### config.mk
export PLATFORM = sky130hd
export DESIGN_NAME = text_encoding_sniffer_unit
export DESIGN_NICKNAME = d
export VERILOG_FILES = /design/src/rtl/core/tes_pkg.sv /design/src/rtl/core/text_encoding_sniffer_unit.sv
export SDC_FILE = /design/constraint.sdc
export NUM_CORES = 1
export LEC_CHECK = 0
export BUFFER_PORTS_ARGS = -buffer_cell sky130_fd_sc_hd__buf_2
export CAP_MARGIN = 40
export CORE_ASPECT_RATIO = 1.2
export CORE_MARGIN = 4
export CORE_UTILIZATION = 24
export CTS_CLUSTER_DIAMETER = 50
export DETAILED_ROUTE_END_ITERATION = 6
export PLACE_DENSITY_LB_ADDON = 0.3
export SKIP_LAST_GASP = 1
export SLEW_MARGIN = 20
export SYNTH_ARGS = -nofsm -noshare
export SYNTH_HDL_FRONTEND = slang
export SYNTH_SLANG_ARGS = --single-unit
export TNS_END_PERCENT = 20
### constraint.sdc
create_clock -name aclk -period 7.7 [get_ports aclk]
set_input_delay 0.385 -clock aclk [delete_from_list [all_inputs] [get_ports aclk]]
set_output_delay 0.385 -clock aclk [all_outputs]
set_load 0.05 [all_outputs]
### src/rtl/core/tes_pkg.sv
// ----------------------------------------------------------------------------
// tes_pkg
// Shared types and constants for the text encoding sniffer.
// ----------------------------------------------------------------------------
package tes_pkg;

    // Sample sizes
    localparam int unsigned PAIR_SAMPLE_BYTES   = 4096;
    localparam int unsigned BINARY_SAMPLE_BYTES = 8192;

    // Byte-position counter saturates at the larger sample (never below 4)
    localparam int unsigned SEEN_CAP_RAW = (PAIR_SAMPLE_BYTES > BINARY_SAMPLE_BYTES)
                                           ? PAIR_SAMPLE_BYTES : BINARY_SAMPLE_BYTES;
    localparam int unsigned SEEN_CAP     = (SEEN_CAP_RAW < 4) ? 4 : SEEN_CAP_RAW;
    localparam int unsigned SEEN_W       = $clog2(SEEN_CAP + 1);

    // Pair sample: complete pairs only
    localparam int unsigned PAIR_LIMIT   = PAIR_SAMPLE_BYTES & ~32'd1;
    localparam int unsigned PAIR_CNT_MAX = PAIR_LIMIT / 2;
    localparam int unsigned PAIR_CNT_W   = $clog2(PAIR_CNT_MAX + 1);
    localparam int unsigned PAIRS_W      = $clog2(PAIR_SAMPLE_BYTES / 2 + 1);

    // Binary sample
    localparam int unsigned CTRL_W       = $clog2(BINARY_SAMPLE_BYTES + 1);

    // Heuristic factors
    localparam int unsigned THR_DIV      = 3;
    localparam int unsigned THR_MIN      = 2;
    localparam int unsigned MINOR_DIV    = 10;
    localparam int unsigned CTRL_FACTOR  = 20;

    // Byte codes
    localparam logic [7:0] BYTE_NUL   = 8'h00;
    localparam logic [7:0] BYTE_TAB   = 8'h09;
    localparam logic [7:0] BYTE_LF    = 8'h0A;
    localparam logic [7:0] BYTE_FF    = 8'h0C;
    localparam logic [7:0] BYTE_CR    = 8'h0D;
    localparam logic [7:0] BYTE_SPACE = 8'h20;

    // Byte-order marks
    localparam logic [23:0] MARK_UTF8    = 24'hEFBBBF;
    localparam logic [15:0] MARK_UTF16LE = 16'hFFFE;
    localparam logic [15:0] MARK_UTF16BE = 16'hFEFF;

    typedef enum logic [1:0] {
        BOM_NONE    = 2'd0,
        BOM_UTF8    = 2'd1,
        BOM_UTF16LE = 2'd2,
        BOM_UTF16BE = 2'd3
    } bom_kind_t;

    typedef enum logic [1:0] {
        GUESS_NONE = 2'd0,
        GUESS_LE   = 2'd1,
        GUESS_BE   = 2'd2
    } utf16_guess_t;

endpackage

### src/rtl/core/text_encoding_sniffer_unit.sv
// ----------------------------------------------------------------------------
// text_encoding_sniffer_unit
// Byte-stream sniffer: byte-order mark, UTF-16 order guess, binary check.
// ----------------------------------------------------------------------------
// Usage
//   Input channel (s_*): one file byte per request, s_last_byte set on the
//   final byte. Every file has at least one byte.
//   Result channel (m_*): exactly one request per file, raised after the
//   final byte, carrying bom_kind, utf16_guess and is_binary.
//   The result for a final byte is registered in the result register.
//   Throughput: one byte per cycle while no final byte waits on the result
//   register, set by the input register feeding the counter update in a single pass.
//   Reset (aresetn low, synchronous): all counters clear, both channels empty.
//   Counters also clear after each final byte, so files follow back to back.
//   Stall: while a result waits on m_ready, ordinary bytes keep flowing; a
//   following final byte is held in the input register until the result
//   register is free, and s_ready stays low while that final byte is held.
// ----------------------------------------------------------------------------
module text_encoding_sniffer_unit (
    input  logic       aclk,
    input  logic       aresetn,
    input  logic       s_valid,
    output logic       s_ready,
    input  logic [7:0] s_byte_value,
    input  logic       s_last_byte,
    output logic       m_valid,
    input  logic       m_ready,
    output logic [1:0] m_bom_kind,
    output logic [1:0] m_utf16_guess,
    output logic       m_is_binary
);
    import tes_pkg::*;

    // Input register
    logic                  in_vld_reg, in_vld_next;
    logic [7:0]            in_byte_reg;
    logic                  in_last_reg;

    // Running file state
    logic [SEEN_W-1:0]     seen_reg, seen_next;
    logic                  odd_reg, odd_next;
    logic [23:0]           lead_reg, lead_next;
    logic [PAIR_CNT_W-1:0] even_zero_reg, even_zero_next;
    logic [PAIR_CNT_W-1:0] odd_zero_reg, odd_zero_next;
    logic [CTRL_W-1:0]     ctrl_reg, ctrl_next;
    logic                  nul_reg, nul_next;

    // Result register
    logic                  out_vld_reg, out_vld_next;
    bom_kind_t             bom_reg, bom_next;
    utf16_guess_t          guess_reg, guess_next;
    logic                  bin_reg, bin_next;

    // Updated state for the byte in the input register
    logic [SEEN_W-1:0]     upd_seen;
    logic                  upd_odd;
    logic [23:0]           upd_lead;
    logic [PAIR_CNT_W-1:0] upd_even_zero, upd_odd_zero;
    logic [CTRL_W-1:0]     upd_ctrl;
    logic                  upd_nul;

    logic                  advance;
    logic                  is_zero, is_ctrl;
    logic [PAIRS_W-1:0]    pairs;
    logic [CTRL_W-1:0]     sample;
    logic                  le_hit, be_hit;

    // A byte leaves the input register unless it is a final byte and the
    // result register is still occupied.
    assign advance = in_vld_reg && (!in_last_reg || !out_vld_reg || m_ready);
    assign s_ready = !in_vld_reg || advance;

    assign is_zero = (in_byte_reg == BYTE_NUL);
    assign is_ctrl = (in_byte_reg < BYTE_SPACE) && !is_zero
                     && (in_byte_reg != BYTE_TAB) && (in_byte_reg != BYTE_LF)
                     && (in_byte_reg != BYTE_FF)  && (in_byte_reg != BYTE_CR);

    // State update for one byte
    always_comb begin
        upd_lead      = lead_reg;
        upd_even_zero = even_zero_reg;
        upd_odd_zero  = odd_zero_reg;
        upd_ctrl      = ctrl_reg;
        upd_nul       = nul_reg;

        // First three bytes, byte 0 in the top octet
        if (seen_reg < SEEN_W'(3)) begin
            unique case (seen_reg[1:0])
                2'd0:    upd_lead[23:16] = in_byte_reg;
                2'd1:    upd_lead[15:8]  = in_byte_reg;
                default: upd_lead[7:0]   = in_byte_reg;
            endcase
        end

        // Zero bytes by position parity, within complete pairs
        if (seen_reg < SEEN_W'(PAIR_LIMIT) && is_zero) begin
            if (!seen_reg[0]) begin
                upd_even_zero = even_zero_reg + PAIR_CNT_W'(1);
            end else begin
                upd_odd_zero  = odd_zero_reg + PAIR_CNT_W'(1);
            end
        end

        // NUL and control characters within the binary sample
        if (seen_reg < SEEN_W'(BINARY_SAMPLE_BYTES)) begin
            if (is_zero) begin
                upd_nul = 1'b1;
            end else if (is_ctrl) begin
                upd_ctrl = ctrl_reg + CTRL_W'(1);
            end
        end

        upd_seen = (seen_reg < SEEN_W'(SEEN_CAP)) ? seen_reg + SEEN_W'(1) : seen_reg;
        upd_odd  = !odd_reg;
    end

    // Decision on the final byte, from the updated state
    always_comb begin
        bom_next   = BOM_NONE;
        guess_next = GUESS_NONE;
        bin_next   = 1'b0;

        pairs  = (upd_seen < SEEN_W'(PAIR_SAMPLE_BYTES))
                 ? PAIRS_W'(upd_seen >> 1) : PAIRS_W'(PAIR_SAMPLE_BYTES / 2);
        sample = (upd_seen < SEEN_W'(BINARY_SAMPLE_BYTES))
                 ? CTRL_W'(upd_seen) : CTRL_W'(BINARY_SAMPLE_BYTES);

        // count >= max(2, pairs/3)    <=>  count >= 2 and pairs <= 3*count + 2
        // other  < pairs/10           <=>  10*(other + 1) <= pairs
        le_hit = (upd_odd_zero >= PAIR_CNT_W'(THR_MIN))
                 && ((PAIRS_W + 3)'(pairs)
                     <= (PAIRS_W + 3)'(upd_odd_zero) * (PAIRS_W + 3)'(THR_DIV)
                        + (PAIRS_W + 3)'(THR_DIV - 1))
                 && ((PAIR_CNT_W + 5)'(upd_even_zero + PAIR_CNT_W'(0)) + (PAIR_CNT_W + 5)'(1))
                    * (PAIR_CNT_W + 5)'(MINOR_DIV) <= (PAIR_CNT_W + 5)'(pairs);
        be_hit = (upd_even_zero >= PAIR_CNT_W'(THR_MIN))
                 && ((PAIRS_W + 3)'(pairs)
                     <= (PAIRS_W + 3)'(upd_even_zero) * (PAIRS_W + 3)'(THR_DIV)
                        + (PAIRS_W + 3)'(THR_DIV - 1))
                 && ((PAIR_CNT_W + 5)'(upd_odd_zero) + (PAIR_CNT_W + 5)'(1))
                    * (PAIR_CNT_W + 5)'(MINOR_DIV) <= (PAIR_CNT_W + 5)'(pairs);

        // Marks count only when the file holds all of their bytes
        priority if (upd_seen >= SEEN_W'(3) && upd_lead == MARK_UTF8) begin
            bom_next = BOM_UTF8;
        end else if (upd_seen >= SEEN_W'(2) && upd_lead[23:8] == MARK_UTF16LE) begin
            bom_next = BOM_UTF16LE;
        end else if (upd_seen >= SEEN_W'(2) && upd_lead[23:8] == MARK_UTF16BE) begin
            bom_next = BOM_UTF16BE;
        end else begin
            bom_next = BOM_NONE;
        end

        // Order guess: no mark, even length of at least four
        if (bom_next == BOM_NONE && upd_seen >= SEEN_W'(4) && !upd_odd) begin
            priority if (le_hit) begin
                guess_next = GUESS_LE;
            end else if (be_hit) begin
                guess_next = GUESS_BE;
            end else begin
                guess_next = GUESS_NONE;
            end
        end

        if (bom_next != BOM_UTF16LE && bom_next != BOM_UTF16BE
            && guess_next == GUESS_NONE) begin
            bin_next = upd_nul
                       || ((CTRL_W + 5)'(upd_ctrl) * (CTRL_W + 5)'(CTRL_FACTOR)
                           > (CTRL_W + 5)'(sample));
        end
    end

    // Next values for the registers
    always_comb begin
        in_vld_next    = in_vld_reg;
        seen_next      = seen_reg;
        odd_next       = odd_reg;
        lead_next      = lead_reg;
        even_zero_next = even_zero_reg;
        odd_zero_next  = odd_zero_reg;
        ctrl_next      = ctrl_reg;
        nul_next       = nul_reg;
        out_vld_next   = out_vld_reg && !m_ready;

        if (s_ready) begin
            in_vld_next = s_valid;
        end

        if (advance) begin
            if (in_last_reg) begin
                // file done: clear for the next one
                seen_next      = '0;
                odd_next       = 1'b0;
                lead_next      = '0;
                even_zero_next = '0;
                odd_zero_next  = '0;
                ctrl_next      = '0;
                nul_next       = 1'b0;
                out_vld_next   = 1'b1;
            end else begin
                seen_next      = upd_seen;
                odd_next       = upd_odd;
                lead_next      = upd_lead;
                even_zero_next = upd_even_zero;
                odd_zero_next  = upd_odd_zero;
                ctrl_next      = upd_ctrl;
                nul_next       = upd_nul;
            end
        end
    end

    always_ff @(posedge aclk) begin
        if (!aresetn) begin
            in_vld_reg    <= 1'b0;
            seen_reg      <= '0;
            odd_reg       <= 1'b0;
            lead_reg      <= '0;
            even_zero_reg <= '0;
            odd_zero_reg  <= '0;
            ctrl_reg      <= '0;
            nul_reg       <= 1'b0;
            out_vld_reg   <= 1'b0;
        end else begin
            in_vld_reg    <= in_vld_next;
            seen_reg      <= seen_next;
            odd_reg       <= odd_next;
            lead_reg      <= lead_next;
            even_zero_reg <= even_zero_next;
            odd_zero_reg  <= odd_zero_next;
            ctrl_reg      <= ctrl_next;
            nul_reg       <= nul_next;
            out_vld_reg   <= out_vld_next;
        end
    end

    // Payload registers
    always_ff @(posedge aclk) begin
        if (s_ready && s_valid) begin
            in_byte_reg <= s_byte_value;
            in_last_reg <= s_last_byte;
        end
        if (advance && in_last_reg) begin
            bom_reg   <= bom_next;
            guess_reg <= guess_next;
            bin_reg   <= bin_next;
        end
    end

    assign m_valid       = out_vld_reg;
    assign m_bom_kind    = bom_reg;
    assign m_utf16_guess = guess_reg;
    assign m_is_binary   = bin_reg;

    // ------------------------------------------------------------------------
    // Assertions
    // ------------------------------------------------------------------------

    // A result appears only after a final byte has been processed
    a_result_from_last: assert property (@(posedge aclk) disable iff (!aresetn)
        ($past(aresetn) && m_valid && !$past(m_valid)) |-> $past(advance && in_last_reg))
        else $error("result raised without a final byte");

    // A mark excludes an order guess
    a_mark_no_guess: assert property (@(posedge aclk) disable iff (!aresetn)
        m_valid |-> (bom_reg == BOM_NONE || guess_reg == GUESS_NONE))
        else $error("order guess given alongside a mark");

    // UTF-16 by mark or by guess is never called binary
    a_utf16_not_binary: assert property (@(posedge aclk) disable iff (!aresetn)
        (m_valid && (bom_reg == BOM_UTF16LE || bom_reg == BOM_UTF16BE
                     || guess_reg != GUESS_NONE)) |-> !bin_reg)
        else $error("UTF-16 content flagged binary");

    // File state is clear after a final byte
    a_state_cleared: assert property (@(posedge aclk) disable iff (!aresetn)
        ($past(aresetn) && $past(advance && in_last_reg))
        |-> (seen_reg == '0 && !nul_reg && ctrl_reg == '0))
        else $error("file state not cleared after final byte");

endmodule
==> impl_metrics.csv <==
group,metric,value,unit
timing,min_period_over_period,92.6,%
layout,fin_nets,1470,
yosys,synth_warnings,0,
worst_hold_path,hp-class,"primary input to flop",
power,powerDensity,90.7,mW/mm^2
yosys,synth_edf_count,14,
clock_tree,path_clk_slew,0.07,ns
yosys,synth_area_per_cell,8.22,um^2
layout,regArea,0.00202,mm^2
power,power.share.switching,26.7,%
setup_path,critPathRequiredTime,7.77,ns
yosys,postSynthNetCount,1474,
detailed_routing,vias,8940,
placed_design,portBuffers,19,
layout,syn_to_final_growth,9.49,%
yosys,seq_area_frac_synth,19.5,%
layout,largest_reg_flops,24,
detailed_routing,ant_nets,0,
yosys,synthFlopType,"dfxtp_1",
layout,final_cell_mix,"ha_1 (196), nand2_1 (98), inv_1 (84)",
global_route,grt_pass1_wl,45800,um
global_route,grt_overflow,0,
timing,worst_slew_pin_slew,0.798,ns
power,ir_drop,0.0866,mV
worst_hold_path,hold_path_depth,1,
layout,final_util,26.6,%
clock_tree,cts_hold_buffers,0,
power,internal_power,0.000754,W
yosys,syn-cell-area,0.0104,mm^2
layout,final_common_cell,"ha_1",
global_route,grt_max_degree,80,
clock_tree,cts_resized,0,
setup_path,crit_fanout,11,
yosys,yosysUniqueCellTypes,81,
timing,skew,0.0109,ns
clock_tree,cts_sinks,94,
floorplanning,core,0.0427,mm^2
global_route,antenna_found_initial,0,
setup_path,r2r_start,"in_byte_reg[0]",
detailed_routing,drt_iter0_markers,503,
clock_tree,root_buffer,"clkbuf_16",
yosys,ys_ff_latch,94,
detailed_routing,drt-total-wl,28000,um
flow_run,max_cap_violations,0,
setup_path,startpoint_type,"flop",
placed_design,gp_congestion,0.863,
clock_tree,cts_tree,"done",
clock_tree,cts_setup_buffers,0,
clock_tree,insertion_delay,0.36,ns
placed_design,dp_hpwl,22300,um
setup_path,path_class,"flop to flop",
setup_path,critPathMostFrequentCell,"ha_1",
power,p_clk_share,43.4,%
setup_path,reg2reg_to,"m_is_binary",
yosys,async_flop_share,0,%
setup_path,cp.arrival,7.20,ns
global_route,first_global_vias,8787,
setup_path,cp.buffers_inverters,1,
worst_hold_path,min_from,"s_byte_value[4]",
layout,fillers,4573,
setup_path,crit_path_end_kind,"flop",
floorplanning,die_h,236,um
yosys,synth_top_area_share,23.7,%
worst_hold_path,min_to,"in_byte_reg[4]",
setup_path,path_cells,"or4_1 -> nor4b_4 -> nand2_1 -> xor2_1 -> inv_1 -> ha_1 -> nand2_1 -> xor2_1 -> ha_1 -> ha_1 -> fa_1 -> a21oi_1 -> o211ai_1 -> nor2_1 -> xnor2_1 -> ha_1 -> a211oi_1 -> o21ai_0 -> a221oi_1 -> a21o_1 -> o211ai_1 -> nor4_1 -> a31o_2 -> a221oi_1",
detailed_routing,drc,0,
power,p_leak,5.07,nW
global_route,grt_use_total,11.9,%
floorplanning,die_x,198,um
timing,clock.fmax,0.140,GHz
detailed_routing,wl_per_cell,15.5,um
floorplanning,rows,83,
detailed_routing,viasPerCell,4.93,
timing,setup_viol_count_final,0,
floorplanning,ios,20,
setup_path,cpPeakStageDelay,0.68,ns
timing,fin_tns_setup,0,ns
timing,rsz0062_at_grt,"false",
power,p_comb_share,6.7,%
timing,finalHoldViolCount,0,
setup_path,rrSetupSlack,0.57,ns
power,seqPwrFrac,49.9,%
clock_tree,cts_max_path_buffers,2,
clock_tree,cts.htree.levels,3,
timing,period_needed,7.13,ns
yosys,yosysTopAreaCell,"ha_1",
setup_path,cp_slowest_cell,"or4_1",
floorplanning,dieArea,0.0465,mm^2
timing,relSlewSlack,46.4,%
floorplanning,start_util,24.3,%
power,p_switching,0.000275,W
detailed_routing,dr.pass1.iters,5,
timing,drv_slew,0,
layout,insertedDiodeCount,0,
layout,multi_input_area,0.00783,mm^2
layout,drive_gt1_share,6.19,%
status,status,"finished clean",
setup_path,critPathTopFamily,"simple AND/OR/NAND/NOR gates",
clock_tree,cts_inserted_buffers,9,
setup_path,r2r_cells,24,
yosys,synth.area.top_cells,"ha_1 (24%), dfxtp_1 (15%), xnor2_1 (5.1%), nor2b_1 (4.3%), edfxtp_1 (4.1%)",
yosys,synthCells,1260,
==> power by group through the flow <==
stage	sequential [W]	clock, W	combinational (W)
2_1_floorplan	0.000522	0	0.0000475
3_3_place_gp	0.000524	0	0.0000695
3_5_place_dp	0.000524	0	0.0000699
4_1_cts	0.000513	0.000463	0.0000701
5_1_grt	0.000514	0.000479	0.0000758
6_report	0.000513	0.000447	0.0000690
==> layer usage <==
metal | up-vias | track usage (%) | part of all wire (%)
li1 | 4553 | - | -
met1 | 4219 | 14.6 | 45
met2 | 134 | 21.7 | 51
met3 | 34 | 1.32 | 2.5
met4 | 0 | 3.67 | 2.2
met5 | - | 0 | 0
==> metrics by stage <==
stage / setup slack (ns) / instances / hold slack, ns / power (W) / cell area [um^2]
global route: 0.0894 / 1813 / 0.182 / 0.00107 / 11300
global placement: 0.740 / 1795 / 0.494 / 0.000594 / 11000
CTS: 0.579 / 1812 / 0.183 / 0.00105 / 11300
finish: 0.568 / 1813 / 0.195 / 0.00103 / 11300
floorplan: 1.66 / 1260 / 0.429 / 0.000569 / 10400
detailed placement: 0.624 / 1796 / 0.493 / 0.000594 / 11000
==> synthesized netlist by cell type (3+ instances only) <==
master     number
xor2_1         42
o21ai_1         3
o21bai_1       10
edfxtp_1       14
mux2_2          3
nor2b_1        71
ha_1          196
or4_1           3
a221oi_1        5
a21o_1         13
or3_1          13
and4_1          5
fa_1            5
nor2_1         66
inv_1          84
a22oi_1        53
o211ai_1        9
and2_1         14
nand4b_1        3
o41ai_1         3
o31ai_1         7
mux2i_1         8
nor3_1         33
nand2b_1        9
and3_1         12
xnor2_1        60
o21ai_0        57
o2111ai_1       5
nand4_1        30
nand3_1        40
clkbuf_1       32
buf_2          11
a21oi_1        63
dfxtp_1        80
a21boi_0       13
a211oi_1       11
nor4_1          9
or2_2           5
nand2_1        98
a31oi_1        10
==> how the worst max path moves through the flow <==
stage | startpoint | to | cells after the start
global placement | in_byte_reg[0] | m_is_binary | 24
CTS | in_byte_reg[0] | m_is_binary | 24
floorplan | in_byte_reg[5] | m_is_binary | 25
detailed placement | in_byte_reg[0] | m_is_binary | 24
global route | in_byte_reg[0] | m_is_binary | 23
finish | in_byte_reg[0] | m_is_binary | 24
==> area by class of cell <==
type,instances,share of cell area (%)
multi-input combinational,1035,69.1
sequential,94,17.8
tap,552,6.09
inverter,85,2.81
clock buffer,9,1.99
timing repair buffer,31,1.66
clock inverter,7,0.541
==> worst reg2reg max path: stages, from the launching register on <==
cell	delay [ns]
edfxtp_1	0.56
or4_1	0.68
nor4b_4	0.57
nand2_1	0.14
xor2_1	0.43
inv_1	0.13
ha_1	0.31
nand2_1	0.10
xor2_1	0.23
ha_1	0.27
ha_1	0.23
fa_1	0.42
a21oi_1	0.24
o211ai_1	0.16
nor2_1	0.13
xnor2_1	0.14
ha_1	0.28
a211oi_1	0.23
o21ai_0	0.11
a221oi_1	0.32
a21o_1	0.13
o211ai_1	0.09
nor4_1	0.63
a31o_2	0.22
a221oi_1	0.09
==> kinds of logic (layout without fill, tap and decap cells) <==
kind of cell             count (synthesis)  count (layout)  share of synthesized area (%)
AO/OA/AOI/OAI                          287             287                           18.4
XOR/XNOR                               104             104                           8.94
AND/OR/NAND/NOR                        430             430                           22.1
multiplexers                            13              13                           1.35
buffers and inverters                  131             132                           4.99
adder cells (fa/ha/maj)                201             201                           24.7
flip-flops                              94              94                           19.5
Power figures use the tool's default switching activity.
